--- src/plc_pkg.sv ---
// ----------------------------------------------------------------------------
// plc_pkg: shared types and constants of the print line composer
// Line geometry, field widths, item and result codes, the request passed
// from the front end to the back end, and the alignment decode.
// ----------------------------------------------------------------------------
`default_nettype none

package plc_pkg;

  // line geometry
  localparam int LINE_DOTS   = 384;
  localparam int MAX_ENTRIES = 32;
  localparam int QDEPTH      = 4;   // power of two, pointers wrap naturally

  // fixed field widths
  localparam int TAG_W = 16;
  localparam int DOT_W = 9;
  localparam int ROW_W = 12;
  localparam int OFF_W = 13;
  localparam int CFG_W = 8;

  // used width never exceeds LINE_DOTS - 1 + widest item
  localparam int UW  = $clog2(LINE_DOTS + 512);
  localparam int CW  = $clog2(MAX_ENTRIES + 1);
  localparam int AW  = $clog2(MAX_ENTRIES);
  localparam int QAW = $clog2(QDEPTH);
  localparam int QCW = $clog2(QDEPTH + 1);

  // configuration register indexes
  localparam logic [1:0] CFG_ALIGNMENT    = 2'd0;
  localparam logic [1:0] CFG_CHAR_SPACING = 2'd1;
  localparam logic [1:0] CFG_LINE_SPACING = 2'd2;

  // alignment selectors
  localparam logic [1:0]       H_CENTER = 2'd1;
  localparam logic [1:0]       H_RIGHT  = 2'd2;
  localparam logic [CFG_W-1:0] V_MIDDLE = 8'd1;
  localparam logic [CFG_W-1:0] V_BOTTOM = 8'd2;

  typedef enum logic [1:0] {MODE_GLYPH, MODE_IMAGE, MODE_FEED, MODE_CLEAR} mode_e;
  typedef enum logic [1:0] {KIND_BLANK, KIND_PLACE, KIND_RETURN} kind_e;
  typedef enum logic [1:0] {OP_PUSH, OP_FLUSH, OP_RET} op_e;
  typedef enum logic [1:0] {SLOT_PRE, SLOT_MAIN, SLOT_SPACE, SLOT_POST} slot_e;
  typedef enum logic {B_IDLE, B_WALK} back_state_e;

  typedef struct packed {
    logic [CFG_W-1:0] alignment;
    logic [CFG_W-1:0] char_spacing;
    logic [CFG_W-1:0] line_spacing;
  } cfg_t;

  typedef struct packed {
    logic             bitmap;
    logic [TAG_W-1:0] tag;
    logic [DOT_W-1:0] width;
    logic [ROW_W-1:0] height;
  } entry_t;

  localparam int ENTRY_W = $bits(entry_t);

  // request from front to back: store an entry, flush a line, or return only
  typedef struct packed {
    op_e              op;
    logic             last;
    entry_t           ent;
    logic [UW-1:0]    used;
    logic [OFF_W-1:0] lh;
    logic [CW-1:0]    cnt;
  } op_t;

  typedef struct packed {
    logic full;
    logic empty;
  } q_stat_t;

  typedef struct packed {
    kind_e            kind;
    logic [TAG_W-1:0] tag;
    logic [DOT_W-1:0] width;
    logic [ROW_W-1:0] height;
    logic [OFF_W-1:0] voff;
    logic             last;
  } res_t;

  // a / 3 for 8-bit a, by reciprocal multiply
  function automatic logic [CFG_W-1:0] div3(input logic [CFG_W-1:0] a);
    logic [16:0] p;
    p = 17'(a) * 17'd171;
    return p[16:9];
  endfunction

  // a % 3 for 8-bit a
  function automatic logic [1:0] mod3(input logic [CFG_W-1:0] a);
    logic [9:0]       t;
    logic [CFG_W-1:0] r;
    t = 10'(div3(a)) * 10'd3;
    r = a - t[CFG_W-1:0];
    return r[1:0];
  endfunction

endpackage

`default_nettype wire

--- src/plc_ram.sv ---
// ----------------------------------------------------------------------------
// plc_ram: generic simple dual-port RAM
// One write port, one read port, registered read data.
// ----------------------------------------------------------------------------
`default_nettype none

module plc_ram #(
  parameter int WIDTH = 8,
  parameter int DEPTH = 16
) (
  input  logic                     clk_i,
  input  logic                     we_i,
  input  logic [$clog2(DEPTH)-1:0] waddr_i,
  input  logic [WIDTH-1:0]         wdata_i,
  input  logic [$clog2(DEPTH)-1:0] raddr_i,
  output logic [WIDTH-1:0]         rdata_o
);

  logic [WIDTH-1:0] mem_q [DEPTH];

  always_ff @(posedge clk_i) begin
    if (we_i) begin
      mem_q[waddr_i] <= wdata_i;
    end
    rdata_o <= mem_q[raddr_i];
  end

endmodule

`default_nettype wire

--- src/plc_front.sv ---
// ----------------------------------------------------------------------------
// plc_front: item intake and line bookkeeping
// Tracks used width, line height and entry count, and turns each item into
// up to four requests (pre-flush, main, spacing, post-flush) for the back end.
// ----------------------------------------------------------------------------
`default_nettype none

module plc_front import plc_pkg::*; (
  input  logic             clk_i,
  input  logic             rst_ni,
  input  logic             start_i,
  output logic             busy_o,
  input  logic [1:0]       mode_i,
  input  logic [TAG_W-1:0] tag_i,
  input  logic [DOT_W-1:0] width_i,
  input  logic [ROW_W-1:0] height_i,
  input  cfg_t             cfg_i,
  input  q_stat_t          q_stat_i,
  output logic             push_o,
  output op_t              op_o
);

  logic             pend_q;
  slot_e            slot_q, slot_d;
  mode_e            mode_q;
  logic [TAG_W-1:0] tag_q;
  logic [DOT_W-1:0] w_q;
  logic [ROW_W-1:0] h_q;
  logic [UW-1:0]    used_q, used_d;
  logic [OFF_W-1:0] lh_q, lh_d;
  logic [CW-1:0]    cnt_q, cnt_d;

  logic             is_item, glyph, pre, post1, post2, post, sp;
  logic             slot_vld, advance;
  logic [OFF_W-1:0] lh_item, lh0, lh1;
  logic [UW-1:0]    fit_sum, u0, u1, uc;
  logic [CW-1:0]    c0, c1;
  op_t              slot_op;

  assign is_item = (mode_q == MODE_GLYPH) || (mode_q == MODE_IMAGE);
  assign glyph   = (mode_q == MODE_GLYPH);

  assign lh_item = glyph ? OFF_W'(h_q) + OFF_W'(cfg_i.line_spacing) : OFF_W'(h_q);
  assign fit_sum = used_q + UW'(w_q);
  assign pre     = is_item && ((fit_sum > UW'(LINE_DOTS)) || (cnt_q >= CW'(MAX_ENTRIES)));

  assign u0  = pre ? '0 : used_q;
  assign lh0 = pre ? '0 : lh_q;
  assign c0  = pre ? '0 : cnt_q;
  assign u1  = u0 + UW'(w_q);
  assign lh1 = (lh0 < lh_item) ? lh_item : lh0;
  assign c1  = c0 + CW'(1);
  assign uc  = u1 + UW'(cfg_i.char_spacing);

  assign post1 = is_item && (u1 >= UW'(LINE_DOTS));
  assign post2 = glyph && !post1 && ((uc >= UW'(LINE_DOTS)) || (c1 >= CW'(MAX_ENTRIES)));
  assign post  = post1 || post2;
  assign sp    = glyph && !post1 && !post2;

  always_comb begin
    slot_vld = 1'b0;
    slot_op  = '0;
    unique case (slot_q)
      SLOT_PRE: begin
        slot_vld      = pre;
        slot_op.op    = OP_FLUSH;
        slot_op.last  = !post;  // ends the output unless a post-flush follows
        slot_op.used  = used_q;
        slot_op.lh    = lh_q;
        slot_op.cnt   = cnt_q;
      end
      SLOT_MAIN: begin
        slot_vld = 1'b1;
        unique case (mode_q)
          MODE_GLYPH, MODE_IMAGE: begin
            slot_op.op         = OP_PUSH;
            slot_op.ent.bitmap = 1'b1;
            slot_op.ent.tag    = tag_q;
            slot_op.ent.width  = w_q;
            slot_op.ent.height = h_q;
          end
          MODE_FEED: begin
            slot_op.op   = OP_FLUSH;
            slot_op.last = 1'b1;
            slot_op.used = used_q;
            slot_op.lh   = lh_q;
            slot_op.cnt  = cnt_q;
          end
          MODE_CLEAR: begin
            slot_op.op   = OP_RET;
            slot_op.last = 1'b1;
          end
        endcase
      end
      SLOT_SPACE: begin
        slot_vld          = sp;
        slot_op.op        = OP_PUSH;
        slot_op.ent.width = DOT_W'(cfg_i.char_spacing);
      end
      SLOT_POST: begin
        slot_vld     = post;
        slot_op.op   = OP_FLUSH;
        slot_op.last = 1'b1;
        slot_op.used = u1;
        slot_op.lh   = lh1;
        slot_op.cnt  = c1;
      end
    endcase
  end

  assign op_o = slot_op;

  assign advance = pend_q && (!slot_vld || !q_stat_i.full);
  assign push_o  = pend_q && slot_vld && !q_stat_i.full;
  assign busy_o  = pend_q;

  always_comb begin
    slot_d = slot_q;
    unique case (slot_q)
      SLOT_PRE:   slot_d = SLOT_MAIN;
      SLOT_MAIN:  slot_d = SLOT_SPACE;
      SLOT_SPACE: slot_d = SLOT_POST;
      SLOT_POST:  slot_d = SLOT_PRE;
    endcase
  end

  always_comb begin
    if (!is_item || post) begin
      used_d = '0;
      lh_d   = '0;
      cnt_d  = '0;
    end else begin
      used_d = sp ? uc : u1;
      lh_d   = lh1;
      cnt_d  = sp ? c1 + CW'(1) : c1;
    end
  end

  always_ff @(posedge clk_i or negedge rst_ni) begin
    if (!rst_ni) begin
      pend_q <= 1'b0;
      slot_q <= SLOT_PRE;
      used_q <= '0;
      lh_q   <= '0;
      cnt_q  <= '0;
    end else if (start_i && !pend_q) begin
      pend_q <= 1'b1;
      slot_q <= SLOT_PRE;
    end else if (advance) begin
      slot_q <= slot_d;
      if (slot_q == SLOT_POST) begin
        pend_q <= 1'b0;
        used_q <= used_d;
        lh_q   <= lh_d;
        cnt_q  <= cnt_d;
      end
    end
  end

  always_ff @(posedge clk_i) begin
    if (start_i && !pend_q) begin
      mode_q <= mode_e'(mode_i);
      tag_q  <= tag_i;
      w_q    <= width_i;
      h_q    <= height_i;
    end
  end

endmodule

`default_nettype wire

--- src/plc_queue.sv ---
// ----------------------------------------------------------------------------
// plc_queue: request queue between front and back end
// Small FIFO of requests; full and empty travel back as one status word.
// ----------------------------------------------------------------------------
`default_nettype none

module plc_queue import plc_pkg::*; (
  input  logic    clk_i,
  input  logic    rst_ni,
  input  logic    push_i,
  input  op_t     op_i,
  input  logic    pop_i,
  output op_t     head_o,
  output q_stat_t stat_o
);

  op_t            mem_q [QDEPTH];
  logic [QAW-1:0] wr_q, rd_q;
  logic [QCW-1:0] cnt_q;

  assign head_o       = mem_q[rd_q];
  assign stat_o.full  = (cnt_q == QCW'(QDEPTH));
  assign stat_o.empty = (cnt_q == '0);

  always_ff @(posedge clk_i or negedge rst_ni) begin
    if (!rst_ni) begin
      wr_q  <= '0;
      rd_q  <= '0;
      cnt_q <= '0;
    end else begin
      if (push_i) begin
        wr_q <= wr_q + QAW'(1);
      end
      if (pop_i) begin
        rd_q <= rd_q + QAW'(1);
      end
      if (push_i && !pop_i) begin
        cnt_q <= cnt_q + QCW'(1);
      end else if (pop_i && !push_i) begin
        cnt_q <= cnt_q - QCW'(1);
      end
    end
  end

  always_ff @(posedge clk_i) begin
    if (push_i) begin
      mem_q[wr_q] <= op_i;
    end
  end

endmodule

`default_nettype wire

--- src/plc_back.sv ---
// ----------------------------------------------------------------------------
// plc_back: entry store and line flush sequencer
// Stores entries; on a flush emits the margin, walks the store one entry
// per cycle and ends with a carriage return; OP_RET emits only the return.
// ----------------------------------------------------------------------------
`default_nettype none

module plc_back import plc_pkg::*; (
  input  logic             clk_i,
  input  logic             rst_ni,
  input  logic [CFG_W-1:0] alignment_i,
  input  q_stat_t          q_stat_i,
  input  op_t              head_i,
  output logic             pop_o,
  output logic             strobe_o,
  output res_t             res_o
);

  back_state_e      st_q, st_d;
  logic [CW-1:0]    idx_q, idx_d, cnt_s_q, cnt_s_d, wptr_q, wptr_d, nidx;
  logic [OFF_W-1:0] lh_s_q, lh_s_d;
  logic             last_s_q, last_s_d;
  logic             strobe_q, strobe_d;
  res_t             res_q, res_d;

  logic               we;
  logic [AW-1:0]      raddr;
  logic [ENTRY_W-1:0] rdata;
  entry_t             ent;

  logic [1:0]       hsel;
  logic [CFG_W-1:0] vsel;
  logic [UW-1:0]    room, margin;
  logic [OFF_W-1:0] gap, off;

  plc_ram #(
    .WIDTH (ENTRY_W),
    .DEPTH (MAX_ENTRIES)
  ) u_store (
    .clk_i   (clk_i),
    .we_i    (we),
    .waddr_i (wptr_q[AW-1:0]),
    .wdata_i (head_i.ent),
    .raddr_i (raddr),
    .rdata_o (rdata)
  );

  assign hsel = mod3(alignment_i);
  assign vsel = div3(alignment_i);
  assign ent  = entry_t'(rdata);
  assign nidx = idx_q + CW'(1);

  assign room   = (head_i.used < UW'(LINE_DOTS)) ? UW'(LINE_DOTS) - head_i.used : '0;
  assign margin = (hsel == H_CENTER) ? (room >> 1) : (hsel == H_RIGHT) ? room : '0;

  assign gap = (lh_s_q > OFF_W'(ent.height)) ? lh_s_q - OFF_W'(ent.height) : '0;
  assign off = (vsel == V_MIDDLE) ? (gap >> 1) : (vsel == V_BOTTOM) ? gap : '0;

  always_comb begin
    st_d     = st_q;
    idx_d    = idx_q;
    cnt_s_d  = cnt_s_q;
    lh_s_d   = lh_s_q;
    last_s_d = last_s_q;
    wptr_d   = wptr_q;
    strobe_d = 1'b0;
    res_d    = res_q;
    pop_o    = 1'b0;
    we       = 1'b0;
    raddr    = '0;
    unique case (st_q)
      B_IDLE: begin
        if (!q_stat_i.empty) begin
          pop_o = 1'b1;
          unique case (head_i.op)
            OP_PUSH: begin
              we     = 1'b1;
              wptr_d = wptr_q + CW'(1);
            end
            OP_FLUSH: begin
              strobe_d   = 1'b1;
              res_d      = '0;
              res_d.kind = KIND_BLANK;
              res_d.width = DOT_W'(margin);
              idx_d      = '0;
              cnt_s_d    = head_i.cnt;
              lh_s_d     = head_i.lh;
              last_s_d   = head_i.last;
              st_d       = B_WALK;
            end
            OP_RET: begin
              strobe_d   = 1'b1;
              res_d      = '0;
              res_d.kind = KIND_RETURN;
              res_d.last = head_i.last;
              wptr_d     = '0;
            end
            default: begin
            end
          endcase
        end
      end
      B_WALK: begin
        strobe_d = 1'b1;
        res_d    = '0;
        if (idx_q < cnt_s_q) begin
          raddr = nidx[AW-1:0];
          idx_d = nidx;
          res_d.width = ent.width;
          if (ent.bitmap) begin
            res_d.kind   = KIND_PLACE;
            res_d.tag    = ent.tag;
            res_d.height = ent.height;
            res_d.voff   = off;
          end else begin
            res_d.kind = KIND_BLANK;
          end
        end else begin
          res_d.kind = KIND_RETURN;
          res_d.last = last_s_q;
          wptr_d     = '0;
          st_d       = B_IDLE;
        end
      end
    endcase
  end

  always_ff @(posedge clk_i or negedge rst_ni) begin
    if (!rst_ni) begin
      st_q     <= B_IDLE;
      idx_q    <= '0;
      cnt_s_q  <= '0;
      wptr_q   <= '0;
      strobe_q <= 1'b0;
    end else begin
      st_q     <= st_d;
      idx_q    <= idx_d;
      cnt_s_q  <= cnt_s_d;
      wptr_q   <= wptr_d;
      strobe_q <= strobe_d;
    end
  end

  always_ff @(posedge clk_i) begin
    lh_s_q   <= lh_s_d;
    last_s_q <= last_s_d;
    res_q    <= res_d;
  end

  assign strobe_o = strobe_q;
  assign res_o    = res_q;

endmodule

`default_nettype wire

--- src/print_line_composer_top.sv ---
// ----------------------------------------------------------------------------
// print_line_composer_top: print line composer
// Gathers glyph and image items for one print line and, on a flush, emits
// the left margin, every placement with its vertical offset, and a return.
// ----------------------------------------------------------------------------
// Using the block: an item is taken when start is high and busy is low, and
// occupies the front end while it is captured and then stepped through
// four request slots, after which busy drops and the next item may follow;
// busy also stays up while the four-deep request queue is full. Results
// appear on the result ports one per cycle, each for a single cycle marked
// by result_strobe_o, and cannot be held off, so the receiver must take
// every strobe. A flush of n stored entries takes the back end through the
// margin, the n entries and the return, paced by the single read port of the
// entry store; an item can cause two flushes, up to 37 results in all, and
// last_o marks the return that ends its output. The entry store needs no
// clearing pass: a fill count bounds every walk. Configuration writes are
// always accepted (cfg_ready_o stays high) and belong to idle periods: all
// results delivered and, after an item that emits nothing, its requests drained.
// ----------------------------------------------------------------------------
`default_nettype none

module print_line_composer_top import plc_pkg::*; (
  input  logic             clk_i,
  input  logic             rst_ni,
  // item requests
  input  logic             start,
  output logic             busy,
  input  logic [1:0]       mode_i,
  input  logic [TAG_W-1:0] item_tag_i,
  input  logic [DOT_W-1:0] item_width_i,
  input  logic [ROW_W-1:0] item_height_i,
  // configuration writes
  input  logic             cfg_valid_i,
  output logic             cfg_ready_o,
  input  logic [1:0]       cfg_index_i,
  input  logic [CFG_W-1:0] cfg_data_i,
  // results
  output logic             result_strobe_o,
  output logic [1:0]       kind_o,
  output logic [TAG_W-1:0] out_tag_o,
  output logic [DOT_W-1:0] out_width_o,
  output logic [ROW_W-1:0] out_height_o,
  output logic [OFF_W-1:0] vertical_offset_o,
  output logic             last_o
);

  cfg_t    cfg_q;
  logic    push, pop;
  op_t     push_op, head_op;
  q_stat_t q_stat;
  res_t    res;

  // configuration registers; indexes beyond the list are dropped
  assign cfg_ready_o = 1'b1;

  always_ff @(posedge clk_i or negedge rst_ni) begin
    if (!rst_ni) begin
      cfg_q <= '0;
    end else if (cfg_valid_i) begin
      unique case (cfg_index_i)
        CFG_ALIGNMENT:    cfg_q.alignment    <= cfg_data_i;
        CFG_CHAR_SPACING: cfg_q.char_spacing <= cfg_data_i;
        CFG_LINE_SPACING: cfg_q.line_spacing <= cfg_data_i;
        default: begin
        end
      endcase
    end
  end

  // front end: decides fits and flushes, issues requests
  plc_front u_front (
    .clk_i    (clk_i),
    .rst_ni   (rst_ni),
    .start_i  (start),
    .busy_o   (busy),
    .mode_i   (mode_i),
    .tag_i    (item_tag_i),
    .width_i  (item_width_i),
    .height_i (item_height_i),
    .cfg_i    (cfg_q),
    .q_stat_i (q_stat),
    .push_o   (push),
    .op_o     (push_op)
  );

  // request queue decouples intake from the flush walk
  plc_queue u_queue (
    .clk_i  (clk_i),
    .rst_ni (rst_ni),
    .push_i (push),
    .op_i   (push_op),
    .pop_i  (pop),
    .head_o (head_op),
    .stat_o (q_stat)
  );

  // back end: owns the entry store and emits results
  plc_back u_back (
    .clk_i       (clk_i),
    .rst_ni      (rst_ni),
    .alignment_i (cfg_q.alignment),
    .q_stat_i    (q_stat),
    .head_i      (head_op),
    .pop_o       (pop),
    .strobe_o    (result_strobe_o),
    .res_o       (res)
  );

  assign kind_o            = res.kind;
  assign out_tag_o         = res.tag;
  assign out_width_o       = res.width;
  assign out_height_o      = res.height;
  assign vertical_offset_o = res.voff;
  assign last_o            = res.last;

endmodule

`default_nettype wire

--- config.mk ---
export PLATFORM = sky130hd
export DESIGN_NAME = print_line_composer_top
export DESIGN_NICKNAME = d
export VERILOG_FILES = /design/src/plc_pkg.sv /design/src/plc_ram.sv /design/src/plc_front.sv /design/src/plc_queue.sv /design/src/plc_back.sv /design/src/print_line_composer_top.sv
export SDC_FILE = /design/constraint.sdc
export NUM_CORES = 2
export LEC_CHECK = 0
export ABC_AREA = 1
export BUFFER_PORTS_ARGS = -buffer_cell sky130_fd_sc_hd__clkbuf_2
export CAP_MARGIN = 40
export CORE_ASPECT_RATIO = 0.6
export CORE_UTILIZATION = 57
export DETAILED_ROUTE_END_ITERATION = 16
export GPL_ROUTABILITY_DRIVEN = 1
export PLACE_DENSITY = 0.82
export SYNTH_ARGS = -nofsm -noshare
export SYNTH_HDL_FRONTEND = slang
export SYNTH_HIERARCHICAL = 1
export SYNTH_SLANG_ARGS = --single-unit
--- constraint.sdc ---
create_clock -name clk_i -period 7.61 [get_ports clk_i]
set_input_delay 0.3805 -clock clk_i [delete_from_list [all_inputs] [get_ports clk_i]]
set_output_delay 0.3805 -clock clk_i [all_outputs]
set_load 0.01 [all_outputs]
# After elaboration in Yosys (flattened, before gate mapping)
# Memory sizes are Yosys's and may differ from the RTL's. A register that Yosys moved wholly into a read port is not among the register bits.
# Index checks and enable logic that the tools add are counted.
# op_classes
muxes	70
mul	2
bitwise_logic	3
reduce_logical	47
n_eq_ne	21
add_sub_neg	15
order_cmp	9
# op_table
operator	n
53-bit one-hot mux with 2 select lines	2
13-bit two-way mux	7
29-bit one-hot mux with 3 select lines	1
53-bit two-way mux	1
50-bit two-way mux	1
6-bit two-way mux	8
10-bit two-way mux	4
38-bit two-way mux	1
6-bit one-hot mux with 2 select lines	3
29-bit two-way mux	1
25-bit two-way mux	1
6-bit by 1-bit adder with 6-bit output, second input constant	4
10-bit by 9-bit adder with 10-bit output	2
10-bit by 9-bit greater-or-equal comparator with 1-bit output, second input constant	2
1-bit two-way mux	20
9-bit two-way mux	2
9-bit one-hot mux with 2 select lines	1
17-bit two-way mux	1
8-bit by 8-bit multiplier with 16-bit output, second input constant	1
16-bit two-way mux	1
2-bit == test, second input constant	7
12-bit by 8-bit adder with 13-bit output	1
13-bit by 12-bit > comparator with 1-bit output	1
13-bit < comparator	1
37 further kinds	93
# totals
wordCells	197
register_bits	189
out_inout_bits	56
ram_bits	1496
inputBits	53
n_memories	2
# memory_table
name	words	word_bits	rd	rd_ports_with_merged_regs	write_ports	line	rtl
u_back.u_store.mem_q	32	38	1	1	1	plc_ram.sv:19	logic [WIDTH-1:0] mem_q [DEPTH];
u_queue.mem_q	4	70	1	0	1	plc_queue.sv:17	op_t mem_q [QDEPTH];

# Longest topological paths before layout
# depth
depth_word	20
mapped_depth	51
mapped_depth_nobuf	50

# By module
# Netlist, hierarchy kept.
# by_module_without_submodules
mod	cells_each	area_per_inst_um2	seq_area_each_um2	instances
plc_ram	4190	49854.1	37275.8	1
plc_queue	864	11457.2	8583.2	1
plc_front	948	6424.9	1971.9	1
plc_back	737	6307.3	2487.4	1
print_line_composer_top	109	1062.3	600.6	1

# Least setup slack after synthesis
# OpenSTA, ideal clock, no wires.
# synth_timing
path_kind	register -> register
start	register u_front.w_q[0]
end	memory u_queue/mem_q[0][0] in the netlist's numbering (enable)
n_path_buf	2
path_stages_with_launch	42
setup_time_ns	0.424
required_time_ns	7.186
period_less_slack_ns	7.295
arrival_ns	6.870
path_slack_ns	0.315
cell_sequence	edfxtp_1 > ha_1 > inv_1 > fa_1 > inv_1 > nand3_1 > nand2_1 > nand2_1 > nand2_1 > nand2_1 > nand2_1 > nor2_1 > nand2_1 > nand2_2 > nand2_4 > buf_6 > clkinv_1 > nor2_1 > [... 6 more ...] > xor2_1 > inv_1 > ha_1 > inv_1 > o311ai_1 > xnor2_1 > or2_0 > nand2_1 > nor2_2 > nand3_2 > nor2_1 > nor2_1 > nand2_1 > nand3_1 > nor2_1 > clkbuf_1 > nand2_1 > inv_1
# synth_between
elab_chain_len	18
elab_cells_between_ends	25
cone_classes	4 x add/sub; 4 x order compare; 5 x mux; 12 x reduce/logical
# synth_lines
element	line	rtl
start: declaration	plc_front.sv:27	logic [DOT_W-1:0] w_q;
start signal: assignment	plc_front.sv:164	w_q <= width_i;
parallel branches: the longest is 13 deep, another holds 10-bit by 9-bit adder with 10-bit output	-	
1-bit one-hot mux with 4 select lines (*)	plc_front.sv:63	unique case (slot_q)
1-bit logical AND (*) (2 in series)	plc_front.sv:114	assign push_o = pend_q && slot_vld && !q_stat_i.full;
via push	print_line_composer_top.sv:48	logic push, pop;
1-bit two-way mux (*)	plc_queue.sv:46	if (push_i) begin
1-bit two-way mux (not written as such) (*)	plc_queue.sv:47	mem_q[wr_q] <= op_i;
end: declaration	plc_queue.sv:17	
# Mark *: on every way through the listed nets, which the timed path passes.

# Final worst setup path
# layout_timing
start	register u_front.used_q[0]
end	memory u_queue/mem_q[2][24] in the netlist's numbering (enable)
# layout_between
elab_chain_len	18
elab_cells_between_ends	25
cone_classes	4 x add/sub; 4 x order compare; 5 x mux; 12 x reduce/logical
# layout_lines
element	line	rtl
start: declaration	plc_front.sv:29	logic [UW-1:0] used_q, used_d;
start signal: assignment	plc_front.sv:153	used_q <= used_d;
parallel branches: the longest is 13 deep, another holds 10-bit by 9-bit adder with 10-bit output	-	
1-bit one-hot mux with 4 select lines (*)	plc_front.sv:63	
1-bit logical AND (*) (2 in series)	plc_front.sv:114	
via push	print_line_composer_top.sv:48	
1-bit two-way mux (*)	plc_queue.sv:46	
1-bit two-way mux (not written as such) (*)	plc_queue.sv:47	
# Marks and branches as above.

==> impl_results.md <==
- Fin. Hold Viols: 0
- Unrepaired setup endpoints after global routing: no
- Final setup viols: 0
- CTS tree: yes
- Slowest CP cell: dfrtp_1
- Internal power: 22.8 mW
- Largest cells by area after synthesis: edfxtp_1, nand2_1, nand3_1, dfrtp_1, ha_1
- Comb pwr share: 45.2%
- Ys async rst share: 4.76%
- Number of distinct library cells after synthesis: 61
- CTS H-tree lvls: 4
- Critical Path AT: 7.62 ns
- Die Y: 283 um
- CP max FO: 70
- Sequential share of power: 34.9%
- DRC violations left: 0
- Worst min-delay path class: input pin to flip-flop
- Setup crit start kind: flip-flop
- TritonCTS Buffers: 149
- Number of enable flip-flop cells after synthesis: 1602
- CTS Sinks: 1722
- Fin nets: 7132
- CP dominant cell by count: nand2_1
- Max cap viols: 0
- Status: completed
- Area grow syn2layout: 11.6%
- Antenna-violating nets left: 0
- Ports: 109
- Vias: 54000
- Final RePlAce weighted congestion: 0.919
- Via density: 6.16
- Slew Limit Fails: 0
- Hold Slack: 0.136 ns
- Initial DRC count: 8626
- Core box area: 130000 um^2
- Syn Inst Count: 6848
- Setup Skew: 0.0386 ns
- Fillers: 9082
- Reg2reg start: u_front/used_q[0]$_DFFE_PN0P_
- Row count: 102
- Post-route insts no fill: 8771
- Req. time, crit path: 8.04 ns
- Root Driver: clkbuf_16
- Largest net degree at the start of global routing: 222
- Worst-Skew Late Latency: 0.79 ns
- Cell area after synthesis: 75100 um^2
- Vias in the first global route: 51700
- Clock-pin slew on the worst setup and hold paths: 0.07 ns
- Worst vdd ir: 0.554 mV
- Die area: 133000 um^2
- Final Cycle Share: 94.5%
- Net Switching: 17.1 mW
- Drt wl/cell: 24.1 um
- Power per cell area: 476 nW/um^2
- Commonest non-fill, non-tap cells in the layout: nand2_1, edfxtp_1, nand3_1
- Crit Path Category: flip-flop to flip-flop
- Measured slew at the worst slew-check pin: 1.11 ns
- Share of post-route cells with drive strength above 1: 8.36%
- Syn. warnings: 6
- Placed Cells: 8445
- Seq/Total Area, Yosys: 67.8%
- Remaining Overflow, GRT: 0
- Max frequency: 139 MHz
- Drt pass-1 iters: 8
- First-pass GRT wire length: 314000 um
- Clock share of power: 19.9%
- Final min period: 7.19 ns
- Chip width: 471 um
- Worst setup EP type: flip-flop
- I/O Buffers: 107
- Relative slew slack: 26.3%
- Leakage: 32.9 nW
- Mapped Nets: 7047
- Sw Ratio: 42.8%
- Initial antenna violation count: 2
- Setup TNS Final: 0 ns
- Post-synth top flop: edfxtp_1
- Crit. Startpoint: u_front/used_q[0]$_DFFE_PN0P_
- Area share of the largest cell type after synthesis: 64.1%
- Commonest non-fill, non-tap cell in the layout: nand2_1
- Detailed placement HPWL: 122000 um
- Post-synth top area cell: edfxtp_1
- Final WL: 211000 um
- Postcts setup bufs: 0
- Synthesis-stage register bit count: 1722
- Tot GR Track Use: 31.2%
- Synthesized area per cell: 11.0 um^2
- Starting Density: 57.9%
- CTS Buffer Depth: 3
- Hold path startpoint: cfg_index_i[0]
- Largest stage delay, worst path: 0.43 ns
[routing by layer]
layer | GRT usage (%) | vias to the layer above | wire length [um]
met5 | 0 | - | 14
met4 | 12.8 | 2 | 8560
li1 | - | 23700 | -
met3 | 8.87 | 602 | 32400
met2 | 44.0 | 4230 | 89200
met1 | 45.6 | 25500 | 81100
[power by group through the flow]
stage,Clock (mW),Combinational [mW],Sequential (mW)
finish,7.95,18.0,13.9
global route,8.32,19.5,14.0
CTS,7.98,17.6,13.9
detailed placement,0,17.3,14.1
global placement,0,15.8,14.2
floorplan,0,11.7,14.0
[registers in the layout, indices dropped and copies added, names as in the netlist, 9 cells and up]
name,count
u_back/u_store/rdata_o,38
u_front/lh_q,13
u_front/h_q,12
u_front/tag_q,16
u_front/w_q,9
u_back/lh_s_q,13
u_front/used_q,10
u_back/u_store/mem_q,1216
cfg_q,24
u_back/res_o,53
u_queue/mem_q,280
[layout make-up]
type                            instances  area, um^2  share of cell area [%]
Antenna cell                            1        2.50                 0.00299
Clock buffer                          189        4010                    4.79
Clock inverter                         83         995                    1.19
Inverter                              410        1580                    1.88
Multi-Input combinational cell       4353       20900                    25.0
Sequential cell                      1722       50900                    60.8
Tap cell                             1716        2150                    2.56
Timing Repair Buffer                  297        3200                    3.82
[through the flow]
stage	utilization, %	total power, mW	area (um^2)	worst slack (ns)
2_1_floorplan	-	25.7	75100	0.315
3_3_place_gp	59.2	30.0	76800	0.402
3_5_place_dp	60.3	31.4	78200	0.431
4_1_cts	64.5	39.5	83700	0.385
5_1_grt	64.6	41.8	83800	0.0430
6_report	64.6	39.9	83800	0.419
[critical path: cells and delay by family, from the launching register on]
family                   cells  cell delay (ns)
AND/OR/NAND/NOR             22             2.19
AO/OA/AOI/OAI                6             0.95
adder cells (fa/ha/maj)      5             1.70
flip-flops                   1             0.43
buffers and inverters        9             1.25
XOR/XNOR                     1             0.26
[cell usage after synthesis, types with 3 or more instances]
library cell	count
o21ai_1	6
dfxtp_1	38
edfxtp_1	1602
nor2_2	3
xnor2_1	12
or2_2	4
nand2_4	6
nand3_1	1034
o21ai_0	43
xor2_1	24
clkinv_1	5
a21oi_1	92
o211ai_1	143
buf_8	3
nand3_4	3
ha_1	128
a31oi_1	4
nand2_1	2441
buf_6	30
clkbuf_1	78
o21bai_1	4
nand2_2	19
o21a_1	5
a211oi_1	3
nor2_1	216
buf_2	178
nand4_1	88
a21o_1	3
dfrtp_1	82
inv_1	391
nor3_1	16
nor2_4	5
inv_2	12
fa_1	18
buf_1	28
nand3_2	5
buf_4	44
[final timing paths]
| kind | depth (start not counted) | to | slack [ns] |
|---|---|---|---|
| min in group asynchronous | 3 | u_back/strobe_o$_DFF_PN0_ | 0.22 |
| min reg2reg | 2 | u_front/cnt_q[1]$_DFFE_PN0P_ | 0.48 |
| min | 3 | cfg_q[10]$_DFFE_PN0P_ | 0.14 |
| max reg2reg | 43 | u_queue/mem_q[2][24]$_DFFE_PP_ | 0.42 |
| max in group asynchronous | 3 | cfg_q[17]$_DFFE_PN0P_ | 6.74 |
| max | 43 | u_queue/mem_q[2][24]$_DFFE_PP_ | 0.42 |
[kinds of logic (layout without fill, tap and decap cells)]
| group | count (synthesis) | in the layout | share of synthesized area, % |
|---|---|---|---|
| AND/OR/NAND/NOR | 3850 | 3850 | 21.7 |
| flip-flops | 1722 | 1722 | 67.8 |
| buffers and inverters | 773 | 979 | 4.74 |
| AO/OA/AOI/OAI | 320 | 320 | 2.76 |
| adder cells (fa/ha/maj) | 146 | 146 | 2.61 |
| XOR/XNOR | 36 | 36 | 0.420 |
| other | 1 | 2 | 0.00499 |
[repair_timing]
action                                  4_1_cts  5_1_grt
endpoints found under the setup margin        0      243
endpoints found under the hold margin       107        0
resized for setup                             0        6
hold buffers                                 50        0
No activity file was read; power rests on OpenSTA's default activity.
